`src/sv/skst_pkg.sv`:
```
`timescale 1ns / 1ps
// ----------------------------------------------------------------------------
// skst_pkg
// Shared types and constants for the sorted key set table: the request
// actions, the result status codes, the sequencer states and the result record.
// ----------------------------------------------------------------------------
package skst_pkg;

   // Table size and the widths that follow from it.
   localparam int CAPACITY = 64;
   localparam int IDX_W    = $clog2(CAPACITY);
   localparam int CNT_W    = $clog2(CAPACITY + 1);

   // Fixed field widths.
   localparam int ACT_W = 3;
   localparam int KEY_W = 17;
   localparam int GRP_W = 7;
   localparam int ST_W  = 3;

   // Operand ranges and the group span.
   localparam logic [KEY_W-1:0] KEY_MIN    = KEY_W'(10000);
   localparam logic [KEY_W-1:0] KEY_MAX    = KEY_W'(99999);
   localparam logic [GRP_W-1:0] GROUP_MIN  = GRP_W'(10);
   localparam logic [GRP_W-1:0] GROUP_MAX  = GRP_W'(99);
   localparam logic [KEY_W-1:0] GROUP_SPAN = KEY_W'(1000);

   // Request actions.
   typedef enum logic [ACT_W-1:0] {
      ACT_INSERT     = 3'd0,
      ACT_DELETE     = 3'd1,
      ACT_SEARCH     = 3'd2,
      ACT_LIST_GROUP = 3'd3,
      ACT_LIST_ALL   = 3'd4
   } action_type;

   // Result status codes.
   typedef enum logic [ST_W-1:0] {
      STAT_OK     = 3'd0,
      STAT_DUP    = 3'd1,
      STAT_ABSENT = 3'd2,
      STAT_FULL   = 3'd3,
      STAT_BAD    = 3'd4
   } status_type;

   // Request sequencer states.
   typedef enum logic [1:0] {
      S_IDLE,
      S_SCAN,
      S_DONE
   } state_type;

   // One result record.
   typedef struct packed {
      status_type       status;
      logic             found;
      logic             entry_valid;
      logic [KEY_W-1:0] entry_key;
      logic [CNT_W-1:0] entry_count;
      logic             last;
   } rsp_type;

endpackage

```
`src/sv/skst_rsp_reg.sv`:
```
`timescale 1ns / 1ps
// ----------------------------------------------------------------------------
// skst_rsp_reg
// Result output register. Holds one result record until the consumer takes
// it and tells the sequencer when a new record can be loaded.
// ----------------------------------------------------------------------------
module skst_rsp_reg (
   input  logic              clock,
   input  logic              reset,
   input  logic              load,
   input  skst_pkg::rsp_type load_data,
   output logic              free,
   output logic              rsp_valid,
   input  logic              rsp_stall,
   output skst_pkg::rsp_type rsp_data
);

   logic              valid_ff;
   logic              valid_in;
   skst_pkg::rsp_type data_ff;
   skst_pkg::rsp_type data_in;

   // The register can take a record when empty or when its record leaves now.
   assign free = !valid_ff || !rsp_stall;

   // Next value of the register.
   always_comb begin
      valid_in = load || (valid_ff && rsp_stall);
      data_in  = load ? load_data : data_ff;
   end

   always_ff @(posedge clock) begin
      if (reset) begin
         valid_ff <= 1'b0;
      end else begin
         valid_ff <= valid_in;
      end
   end

   always_ff @(posedge clock) begin
      data_ff <= data_in;
   end

   assign rsp_valid = valid_ff;
   assign rsp_data  = data_ff;

endmodule

```
`src/sv/sorted_key_set_table.sv`:
```
`timescale 1ns / 1ps
// ----------------------------------------------------------------------------
// sorted_key_set_table
// Ascending set of distinct five-digit codes held in one synchronous memory,
// with insert, delete, search and listing requests.
// ----------------------------------------------------------------------------
//  channel   direction  handshake            payload
//  req_      in         req_valid/req_stall  action, key, group
//  rsp_      out        rsp_valid/rsp_stall  status, found, entry_valid,
//                                            entry_key, entry_count, last
//
//  A request posts its closing result after its scan: one memory read per
//  stored entry through the single read port, then work on the last read
//  data, then the step out of the scan, then the posting of the result.
//  The next request can transfer in the cycle after the result is posted.
//  A request with a bad operand skips the scan, posts its result directly
//  and reads nothing.
//  Reset is synchronous and empties the table at once; no clearing pass.
//  A stalled result channel pauses a listing scan at the next match and holds
//  the closing result; req_stall stays high while a request is in service.
// ----------------------------------------------------------------------------
module sorted_key_set_table (
   input  logic                        clock,
   input  logic                        reset,
   input  logic                        req_valid,
   output logic                        req_stall,
   input  logic [skst_pkg::ACT_W-1:0]  req_action,
   input  logic [skst_pkg::KEY_W-1:0]  req_key,
   input  logic [skst_pkg::GRP_W-1:0]  req_group,
   output logic                        rsp_valid,
   input  logic                        rsp_stall,
   output logic [skst_pkg::ST_W-1:0]   rsp_status,
   output logic                        rsp_found,
   output logic                        rsp_entry_valid,
   output logic [skst_pkg::KEY_W-1:0]  rsp_entry_key,
   output logic [skst_pkg::CNT_W-1:0]  rsp_entry_count,
   output logic                        rsp_last
);

   // Sequencer and request registers.
   skst_pkg::state_type               state_ff, state_in;
   logic [skst_pkg::ACT_W-1:0]        act_ff, act_in;
   logic [skst_pkg::KEY_W-1:0]        key_ff, key_in;
   logic [skst_pkg::KEY_W-1:0]        lo_ff, lo_in;
   logic [skst_pkg::KEY_W-1:0]        hi_ff, hi_in;
   logic                              bad_ff, bad_in;
   logic                              full_ff, full_in;
   logic                              hit_ff, hit_in;
   logic [skst_pkg::CNT_W-1:0]        occ_ff, occ_in;
   logic [skst_pkg::CNT_W-1:0]        idx_ff, idx_in;
   logic [skst_pkg::IDX_W-1:0]        cur_ff, cur_in;
   logic                              rdv_ff, rdv_in;
   logic                              pend_valid_ff, pend_valid_in;
   logic [skst_pkg::KEY_W-1:0]        pend_key_ff, pend_key_in;

   // Entry memory and its ports.
   logic [skst_pkg::KEY_W-1:0]        entry_mem [skst_pkg::CAPACITY];
   logic [skst_pkg::KEY_W-1:0]        rd_data_ff;
   logic                              rd_en;
   logic [skst_pkg::IDX_W-1:0]        rd_addr;
   logic                              wr_en;
   logic [skst_pkg::IDX_W-1:0]        wr_addr;
   logic [skst_pkg::KEY_W-1:0]        wr_data;

   // Result register interface.
   logic                              rsp_load;
   skst_pkg::rsp_type                 rsp_next;
   skst_pkg::rsp_type                 rsp_data;
   logic                              out_free;

   // Decode and scan helpers.
   logic                              accept;
   logic                              bad_op;
   logic                              key_bad;
   logic                              is_list;
   logic                              list_hit;
   logic                              blocked;
   logic [skst_pkg::KEY_W-1:0]        grp_lo;

   assign accept  = req_valid && !req_stall;
   assign req_stall = (state_ff != skst_pkg::S_IDLE);

   // Operand checks on the incoming request.
   assign key_bad = (req_key < skst_pkg::KEY_MIN) || (req_key > skst_pkg::KEY_MAX);
   assign grp_lo  = skst_pkg::KEY_W'(req_group) * skst_pkg::GROUP_SPAN;

   always_comb begin
      unique case (req_action) inside
         skst_pkg::ACT_INSERT, skst_pkg::ACT_DELETE, skst_pkg::ACT_SEARCH: begin
            bad_op = key_bad;
         end
         skst_pkg::ACT_LIST_GROUP: begin
            bad_op = (req_group < skst_pkg::GROUP_MIN) || (req_group > skst_pkg::GROUP_MAX);
         end
         skst_pkg::ACT_LIST_ALL: begin
            bad_op = 1'b0;
         end
         default: begin
            bad_op = 1'b1;
         end
      endcase
   end

   // A listing matches an entry inside the group's key window, or any entry.
   assign is_list  = (act_ff == skst_pkg::ACT_LIST_GROUP) || (act_ff == skst_pkg::ACT_LIST_ALL);
   assign list_hit = (act_ff == skst_pkg::ACT_LIST_ALL) ||
                     ((rd_data_ff >= lo_ff) && (rd_data_ff < hi_ff));

   // The scan halts on a match that must push out the held entry while the
   // result register is still occupied.
   assign blocked = rdv_ff && is_list && list_hit && pend_valid_ff && !out_free;

   // Next state.
   always_comb begin
      state_in = state_ff;
      unique case (state_ff)
         skst_pkg::S_IDLE: begin
            if (accept) begin
               state_in = bad_op ? skst_pkg::S_DONE : skst_pkg::S_SCAN;
            end
         end
         skst_pkg::S_SCAN: begin
            if (!rdv_ff && (idx_ff == occ_ff)) begin
               state_in = skst_pkg::S_DONE;
            end
         end
         skst_pkg::S_DONE: begin
            if (out_free) begin
               state_in = skst_pkg::S_IDLE;
            end
         end
         default: begin
            state_in = skst_pkg::S_IDLE;
         end
      endcase
   end

   // Datapath, memory ports and result loading.
   always_comb begin
      act_in        = act_ff;
      key_in        = key_ff;
      lo_in         = lo_ff;
      hi_in         = hi_ff;
      bad_in        = bad_ff;
      full_in       = full_ff;
      hit_in        = hit_ff;
      occ_in        = occ_ff;
      idx_in        = idx_ff;
      cur_in        = cur_ff;
      rdv_in        = rdv_ff;
      pend_valid_in = pend_valid_ff;
      pend_key_in   = pend_key_ff;
      rd_en         = 1'b0;
      rd_addr       = idx_ff[skst_pkg::IDX_W-1:0];
      wr_en         = 1'b0;
      wr_addr       = cur_ff;
      wr_data       = key_ff;
      rsp_load      = 1'b0;
      rsp_next      = '0;

      unique case (state_ff)
         skst_pkg::S_IDLE: begin
            // Capture the request and start the scan at entry zero.
            if (accept) begin
               act_in        = req_action;
               key_in        = req_key;
               lo_in         = grp_lo;
               hi_in         = grp_lo + skst_pkg::GROUP_SPAN;
               bad_in        = bad_op;
               full_in       = (occ_ff == skst_pkg::CNT_W'(skst_pkg::CAPACITY));
               hit_in        = 1'b0;
               idx_in        = '0;
               rdv_in        = 1'b0;
               pend_valid_in = 1'b0;
            end
         end

         skst_pkg::S_SCAN: begin
            if (!blocked) begin
               // Work on the entry that the last read returned.
               if (rdv_ff) begin
                  case (act_ff)
                     skst_pkg::ACT_INSERT: begin
                        // Ripple the carried key upward: a larger entry takes
                        // its place and moves on. A duplicate always shows up
                        // before any write, and a full table is never written.
                        if (!hit_ff) begin
                           if (rd_data_ff == key_ff) begin
                              hit_in = 1'b1;
                           end else if ((rd_data_ff > key_ff) && !full_ff) begin
                              wr_en   = 1'b1;
                              wr_addr = cur_ff;
                              wr_data = key_ff;
                              key_in  = rd_data_ff;
                           end
                        end
                     end
                     skst_pkg::ACT_DELETE: begin
                        // After the match, every entry moves down one place.
                        if (hit_ff) begin
                           wr_en   = 1'b1;
                           wr_addr = cur_ff - skst_pkg::IDX_W'(1);
                           wr_data = rd_data_ff;
                        end else if (rd_data_ff == key_ff) begin
                           hit_in = 1'b1;
                        end
                     end
                     skst_pkg::ACT_SEARCH: begin
                        if (rd_data_ff == key_ff) begin
                           hit_in = 1'b1;
                        end
                     end
                     default: begin
                        // Listing: hold one match back so the final one can
                        // carry the last flag.
                        if (list_hit) begin
                           if (pend_valid_ff) begin
                              rsp_load             = 1'b1;
                              rsp_next.status      = skst_pkg::STAT_OK;
                              rsp_next.entry_valid = 1'b1;
                              rsp_next.entry_key   = pend_key_ff;
                              rsp_next.entry_count = occ_ff;
                              rsp_next.last        = 1'b0;
                           end
                           pend_valid_in = 1'b1;
                           pend_key_in   = rd_data_ff;
                        end
                     end
                  endcase
               end

               // Issue the next read while stored entries remain.
               if (idx_ff < occ_ff) begin
                  rd_en  = 1'b1;
                  rd_addr = idx_ff[skst_pkg::IDX_W-1:0];
                  cur_in = idx_ff[skst_pkg::IDX_W-1:0];
                  idx_in = idx_ff + skst_pkg::CNT_W'(1);
                  rdv_in = 1'b1;
               end else begin
                  rdv_in = 1'b0;
               end
            end
         end

         skst_pkg::S_DONE: begin
            // Post the closing result and commit the occupancy change.
            if (out_free) begin
               rsp_load        = 1'b1;
               rsp_next.status = skst_pkg::STAT_OK;
               rsp_next.last   = 1'b1;
               if (bad_ff) begin
                  rsp_next.status = skst_pkg::STAT_BAD;
               end else begin
                  case (act_ff) inside
                     skst_pkg::ACT_INSERT: begin
                        if (hit_ff) begin
                           rsp_next.status = skst_pkg::STAT_DUP;
                        end else if (full_ff) begin
                           rsp_next.status = skst_pkg::STAT_FULL;
                        end else begin
                           // The carried key lands in the new top slot.
                           wr_en   = 1'b1;
                           wr_addr = occ_ff[skst_pkg::IDX_W-1:0];
                           wr_data = key_ff;
                           occ_in  = occ_ff + skst_pkg::CNT_W'(1);
                        end
                     end
                     skst_pkg::ACT_DELETE: begin
                        if (hit_ff) begin
                           occ_in = occ_ff - skst_pkg::CNT_W'(1);
                        end else begin
                           rsp_next.status = skst_pkg::STAT_ABSENT;
                        end
                     end
                     skst_pkg::ACT_SEARCH: begin
                        rsp_next.found = hit_ff;
                     end
                     skst_pkg::ACT_LIST_GROUP, skst_pkg::ACT_LIST_ALL: begin
                        if (pend_valid_ff) begin
                           rsp_next.entry_valid = 1'b1;
                           rsp_next.entry_key   = pend_key_ff;
                        end
                     end
                     default: begin
                        rsp_next.status = skst_pkg::STAT_BAD;
                     end
                  endcase
               end
               rsp_next.entry_count = occ_in;
            end
         end

         default: begin
            rsp_load = 1'b0;
         end
      endcase
   end

   // Entry memory: one write and one registered read per cycle. The scan
   // never reads an address that is written in the same cycle.
   always_ff @(posedge clock) begin
      if (wr_en) begin
         entry_mem[wr_addr] <= wr_data;
      end
      if (rd_en) begin
         rd_data_ff <= entry_mem[rd_addr];
      end
   end

   // Control registers.
   always_ff @(posedge clock) begin
      if (reset) begin
         state_ff      <= skst_pkg::S_IDLE;
         occ_ff        <= '0;
         rdv_ff        <= 1'b0;
         hit_ff        <= 1'b0;
         bad_ff        <= 1'b0;
         full_ff       <= 1'b0;
         pend_valid_ff <= 1'b0;
      end else begin
         state_ff      <= state_in;
         occ_ff        <= occ_in;
         rdv_ff        <= rdv_in;
         hit_ff        <= hit_in;
         bad_ff        <= bad_in;
         full_ff       <= full_in;
         pend_valid_ff <= pend_valid_in;
      end
   end

   // Payload registers.
   always_ff @(posedge clock) begin
      act_ff      <= act_in;
      key_ff      <= key_in;
      lo_ff       <= lo_in;
      hi_ff       <= hi_in;
      idx_ff      <= idx_in;
      cur_ff      <= cur_in;
      pend_key_ff <= pend_key_in;
   end

   // Result output register.
   skst_rsp_reg u_rsp_reg (
      .clock     (clock),
      .reset     (reset),
      .load      (rsp_load),
      .load_data (rsp_next),
      .free      (out_free),
      .rsp_valid (rsp_valid),
      .rsp_stall (rsp_stall),
      .rsp_data  (rsp_data)
   );

   assign rsp_status      = rsp_data.status;
   assign rsp_found       = rsp_data.found;
   assign rsp_entry_valid = rsp_data.entry_valid;
   assign rsp_entry_key   = rsp_data.entry_key;
   assign rsp_entry_count = rsp_data.entry_count;
   assign rsp_last        = rsp_data.last;

endmodule

```
`config.mk`:
```
export PLATFORM = sky130hd
export DESIGN_NAME = sorted_key_set_table
export DESIGN_NICKNAME = d
export VERILOG_FILES = /design/src/sv/skst_pkg.sv /design/src/sv/skst_rsp_reg.sv /design/src/sv/sorted_key_set_table.sv
export SDC_FILE = /design/constraint.sdc
export NUM_CORES = 2
export LEC_CHECK = 0
export BUFFER_PORTS_ARGS = -buffer_cell sky130_fd_sc_hd__buf_2
export CORE_ASPECT_RATIO = 1.4
export CORE_MARGIN = 3
export CORE_UTILIZATION = 58
export DETAILED_ROUTE_END_ITERATION = 8
export PLACE_DENSITY = 0.74
export SYNTH_ARGS = -nofsm -noshare
export SYNTH_HDL_FRONTEND = slang
export SYNTH_HIERARCHICAL = 1
export SYNTH_SLANG_ARGS = --single-unit
```
`constraint.sdc`:
```
create_clock -name clock -period 5.5 [get_ports clock]
set_clock_uncertainty 0.15 [all_clocks]
set_input_delay 0.55 -clock clock [delete_from_list [all_inputs] [get_ports clock]]
set_output_delay 0.55 -clock clock [all_outputs]
set_load 0.005 [all_outputs]
```
==> Implementation_results.wiki <==
{| class="wikitable"
! Metric !! Value
|-
| Count of cells along the worst hold path || 2
|-
| Sequential cell area fraction in the yosys report || 0.724
|-
| Average routed wire per standard cell || 30.4 um
|-
| Ratio of routed vias to standard cells || 6.45
|-
| Placement Cell Area || 0.0535 mm2
|-
| Buffer depth of the longest clock path || 3
|-
| Net count of the mapped netlist || 2644
|-
| Leading register cell type out of synthesis || edfxtp_1
|-
| Most instantiated library cell after synthesis || edfxtp_1
|-
| Post-detailed-routing wire length || 119000 um
|-
| Number of clock sinks || 1228
|-
| Number of instances in the synthesized netlist || 2494
|-
| Count of maximum capacitance violations || 0
|-
| Area growth syn-to-layout || 12.8%
|-
| GRT Resource Usage Total || 0.269
|-
| Layout cells sized above 1 || 0.294
|-
| Distinct cells, synth || 77
|-
| Portion of synthesized cell area occupied by the leading cell type || 0.718
|-
| Highest net fanout along the worst path || 8
|-
| Share of the synthesized area in compound gates (AO/OA/AOI/OAI) || 0.0238
|-
| Overall die area || 0.0911 mm2
|-
| Synthesized-area fraction occupied by xor and xnor cells || 0.00535
|-
| Antenna violations before repair || 6
|-
| Utilization after layout || 0.664
|-
| CP Data Required Time || 5770 ps
|-
| Share of synthesized area spent on multiplexers || 0.164
|-
| H-tree depth reported by CTS || 3
|-
| Wire length of the first global-routing pass || 179000 um
|-
| Root buffer selected by CTS || clkbuf_16
|-
| Status || finished clean
|-
| Capture instance of the worst register-to-register path || entry_mem[17][15]
|-
| Clock-pin slew on the worst setup and hold paths || 60 ps
|-
| EDFF count, synth || 1213
|-
| Share of synthesized cell area in and, or, nand and nor gates || 0.0332
|-
| Clock tree from TritonCTS || built
|-
| Final-layout fill cell count || 5378
|-
| Slew margin rel. || 0.120
|-
| Pins over their slew limit || 0
|-
| Port Buffer Count || 62
|-
| Iteration count of the initial detailed-routing pass || 5
|-
| Hold Crit Endpoint || key_ff[4]
|-
| Startpoint type of the worst setup path || input port
|-
| Largest family of logic cells by synthesized area || multiplexers
|-
| Number of resized instances in the post-cts repair step || 0
|-
| Post-Place Cells || 3715
|-
| Total Nets Final || 2820
|-
| Worst supply voltage drop on vdd || 298 uV
|-
| Critical Path End Type || flop
|-
| Total of endpoints with negative setup slack in the final report || 0
|-
| Width of the die || 256 um
|-
| GRT overflow || 0
|-
| Starting Density || 0.588
|-
| Total design power || 0.0250 W
|-
| Path type of the worst min-delay path || input port to flop
|-
| Arrival time worst endpoint || 4820 ps
|-
| Fraction of synthesis flops using an asynchronous set or reset pin || 0
|-
| DRC violations left || 0
|-
| Synth warn || 6
|-
| Critical Setup Path Class || input port to flop
|-
| Synth Area per Inst || 20.4 um2
|-
| Transition at the pin with the smallest max-transition slack || 1320 ps
|-
| Seq cells post-synth || 1228
|-
| Post-route clock period utilization || 0.827
|-
| Routability congestion estimate from global placement || 0.893
|-
| Reg2reg start || act_ff[0]
|-
| Final total negative setup slack || 0 ps
|-
| Largest net degree at the start of global routing || 151
|-
| Detailed placer's ending HPWL || 70400 um
|-
| Via count || 25400
|-
| Cell types with the highest counts after synthesis || 1213 x edfxtp_1, 357 x mux4_2, 112 x inv_1
|-
| Core area || 0.0863 mm2
|-
| DRC violation total after the first TritonRoute iteration || 2823
|-
| Cell taking the most area after synthesis || edfxtp_1
|-
| Setup slack of the worst register-to-register path || 950 ps
|-
| Power density of the placed cells || 436 mW/mm2
|-
| Hold Startpoint || req_key[4]
|-
| Core Rows || 127
|-
| Register-to-Register Path Depth || 9
|-
| Final number of hold-violating endpoints || 0
|-
| Adder-cell share of the synthesized area || 0.0320
|-
| Setup repair after global routing missed its margin || no
|-
| Final standard cell count with taps included and fillers excluded || 3928
|-
| Highest Clock Rate || 220 MHz
|-
| Summed area of non-filler cells in the final layout || 0.0573 mm2
|-
| Largest cells by area after synthesis || edfxtp_1 72%, mux4_2 16%, ha_1 2.5%, inv_1 0.83%, fa_1 0.71%
|-
| Worst skew pair latency || 690 ps
|-
| Final critical path time including I/O delays and setup || 4550 ps
|-
| Number of global-route vias before repair || 26700
|-
| Number of ports placed on the die boundary || 63
|-
| Clock buffers created by TritonCTS || 108
|-
| Residual antenna-violating net count after detailed routing || 0
|-
| Die height || 356 um
|-
| Netlist area before placement || 0.0508 mm2
|-
| Leakage power || 18.5 nW
|}
[layer usage]
layer | vias to the layer above | track usage | wire (um)
li1 | 10600 | - | -
met1 | 13300 | 0.340 | 42500
met2 | 1169 | 0.464 | 62200
met3 | 260 | 0.0459 | 8960
met4 | 4 | 0.120 | 5740
met5 | - | 0 | 27
[worst max-delay path, stage by stage]
cell and delay, ps:
buf_2 160, fa_1 550, inv_1 70, fa_1 560, fa_1 440, fa_1 490, inv_1 40, ha_1 330
and3_1 230, a221oi_1 310, xnor2_1 270, o211ai_1 210, and3b_1 280, nor3b_1 240, xor2_1 90
[sequential cells by signal, summed over array words and instances (netlist names), 2 cells and up]
register            count
rd_data_ff             17
cur_ff                  6
entry_mem            1088
key_ff                 17
occ_ff                  7
act_ff                  3
pend_key_ff            17
hi_ff                  14
lo_ff                  14
idx_ff                  7
u_rsp_reg/rsp_data     30
state_ff                2
[cell usage in the layout, fill, tap and decap left out, types with 10 or more instances in the layout]
| cell type | count |
|---|---|
| edfxtp_1 | 1213 |
| mux4_2 | 357 |
| inv_1 | 112 |
| clkbuf_16 | 110 |
| buf_4 | 108 |
| ha_1 | 100 |
| nand2_1 | 74 |
| buf_2 | 62 |
| nor2_1 | 47 |
| nor3_2 | 46 |
| a21oi_1 | 40 |
| o21ai_0 | 35 |
| clkinv_1 | 28 |
| clkinv_2 | 26 |
| xnor2_1 | 25 |
| and2_1 | 25 |
| nand4_1 | 19 |
| fa_1 | 18 |
| mux2_2 | 17 |
| a21o_1 | 16 |
| nand3_1 | 16 |
| o21ai_4 | 16 |
| bufinv_16 | 16 |
| nor4_2 | 15 |
| dfxtp_1 | 15 |
| nor3_1 | 13 |
| clkbuf_1 | 12 |
| nor2b_1 | 10 |
| mux2i_1 | 10 |
[timing repair]
| action | in CTS | in global routing |
|---|---|---|
| hold endpoints to repair | 6 | 0 |
| buffers inserted | 0 | 0 |
| hold buffers | 6 | 0 |
| endpoints found under the setup margin | 0 | 0 |
[per-stage QoR]
stage | hold slack (ps) | setup slack (ps)
global placement | 313 | 305
global route | 28.0 | 697
floorplan | 299 | 645
CTS | 3.78 | 960
detailed placement | 342 | 280
finish | 47.2 | 949
[worst max path at each step]
stage                 to    startpoint
2_1_floorplan  hi_ff[16]  req_group[0]
3_3_place_gp   hi_ff[16]  req_group[1]
3_5_place_dp   hi_ff[16]  req_group[1]
4_1_cts        hi_ff[16]  req_group[1]
5_1_grt        hi_ff[16]  req_group[1]
6_report       hi_ff[16]  req_group[1]
[where the power goes]
group          switching (W)  internal (W)  total, W  leakage [nW]
registers           0.000132        0.0111    0.0113          11.1
logic                0.00350       0.00243   0.00593          5.62
clock network        0.00338       0.00443   0.00781          1.79
[final cells by class]
type / count / area, um2 / area share
Sequential cell: 1228 / 36700 / 0.641
Clock inverter: 81 / 866 / 0.0151
Timing Repair Buffer: 182 / 1300 / 0.0227
Tap cell: 1161 / 1450 / 0.0254
Clock buffer: 122 / 2800 / 0.0489
Inverter: 113 / 424 / 0.00741
Multi-Input combinational cell: 1037 / 13700 / 0.239
Antenna cell: 4 / 10.0 / 0.000175
[logic make-up after synthesis]
kind of cell / after synthesis
adder cells (fa/ha/maj): 119
multiplexers: 384
AND/OR/NAND/NOR: 320
AO/OA/AOI/OAI: 183
XOR/XNOR: 31
flip-flops: 1228
buffers and inverters: 229
Power figures use the tool's default switching activity.
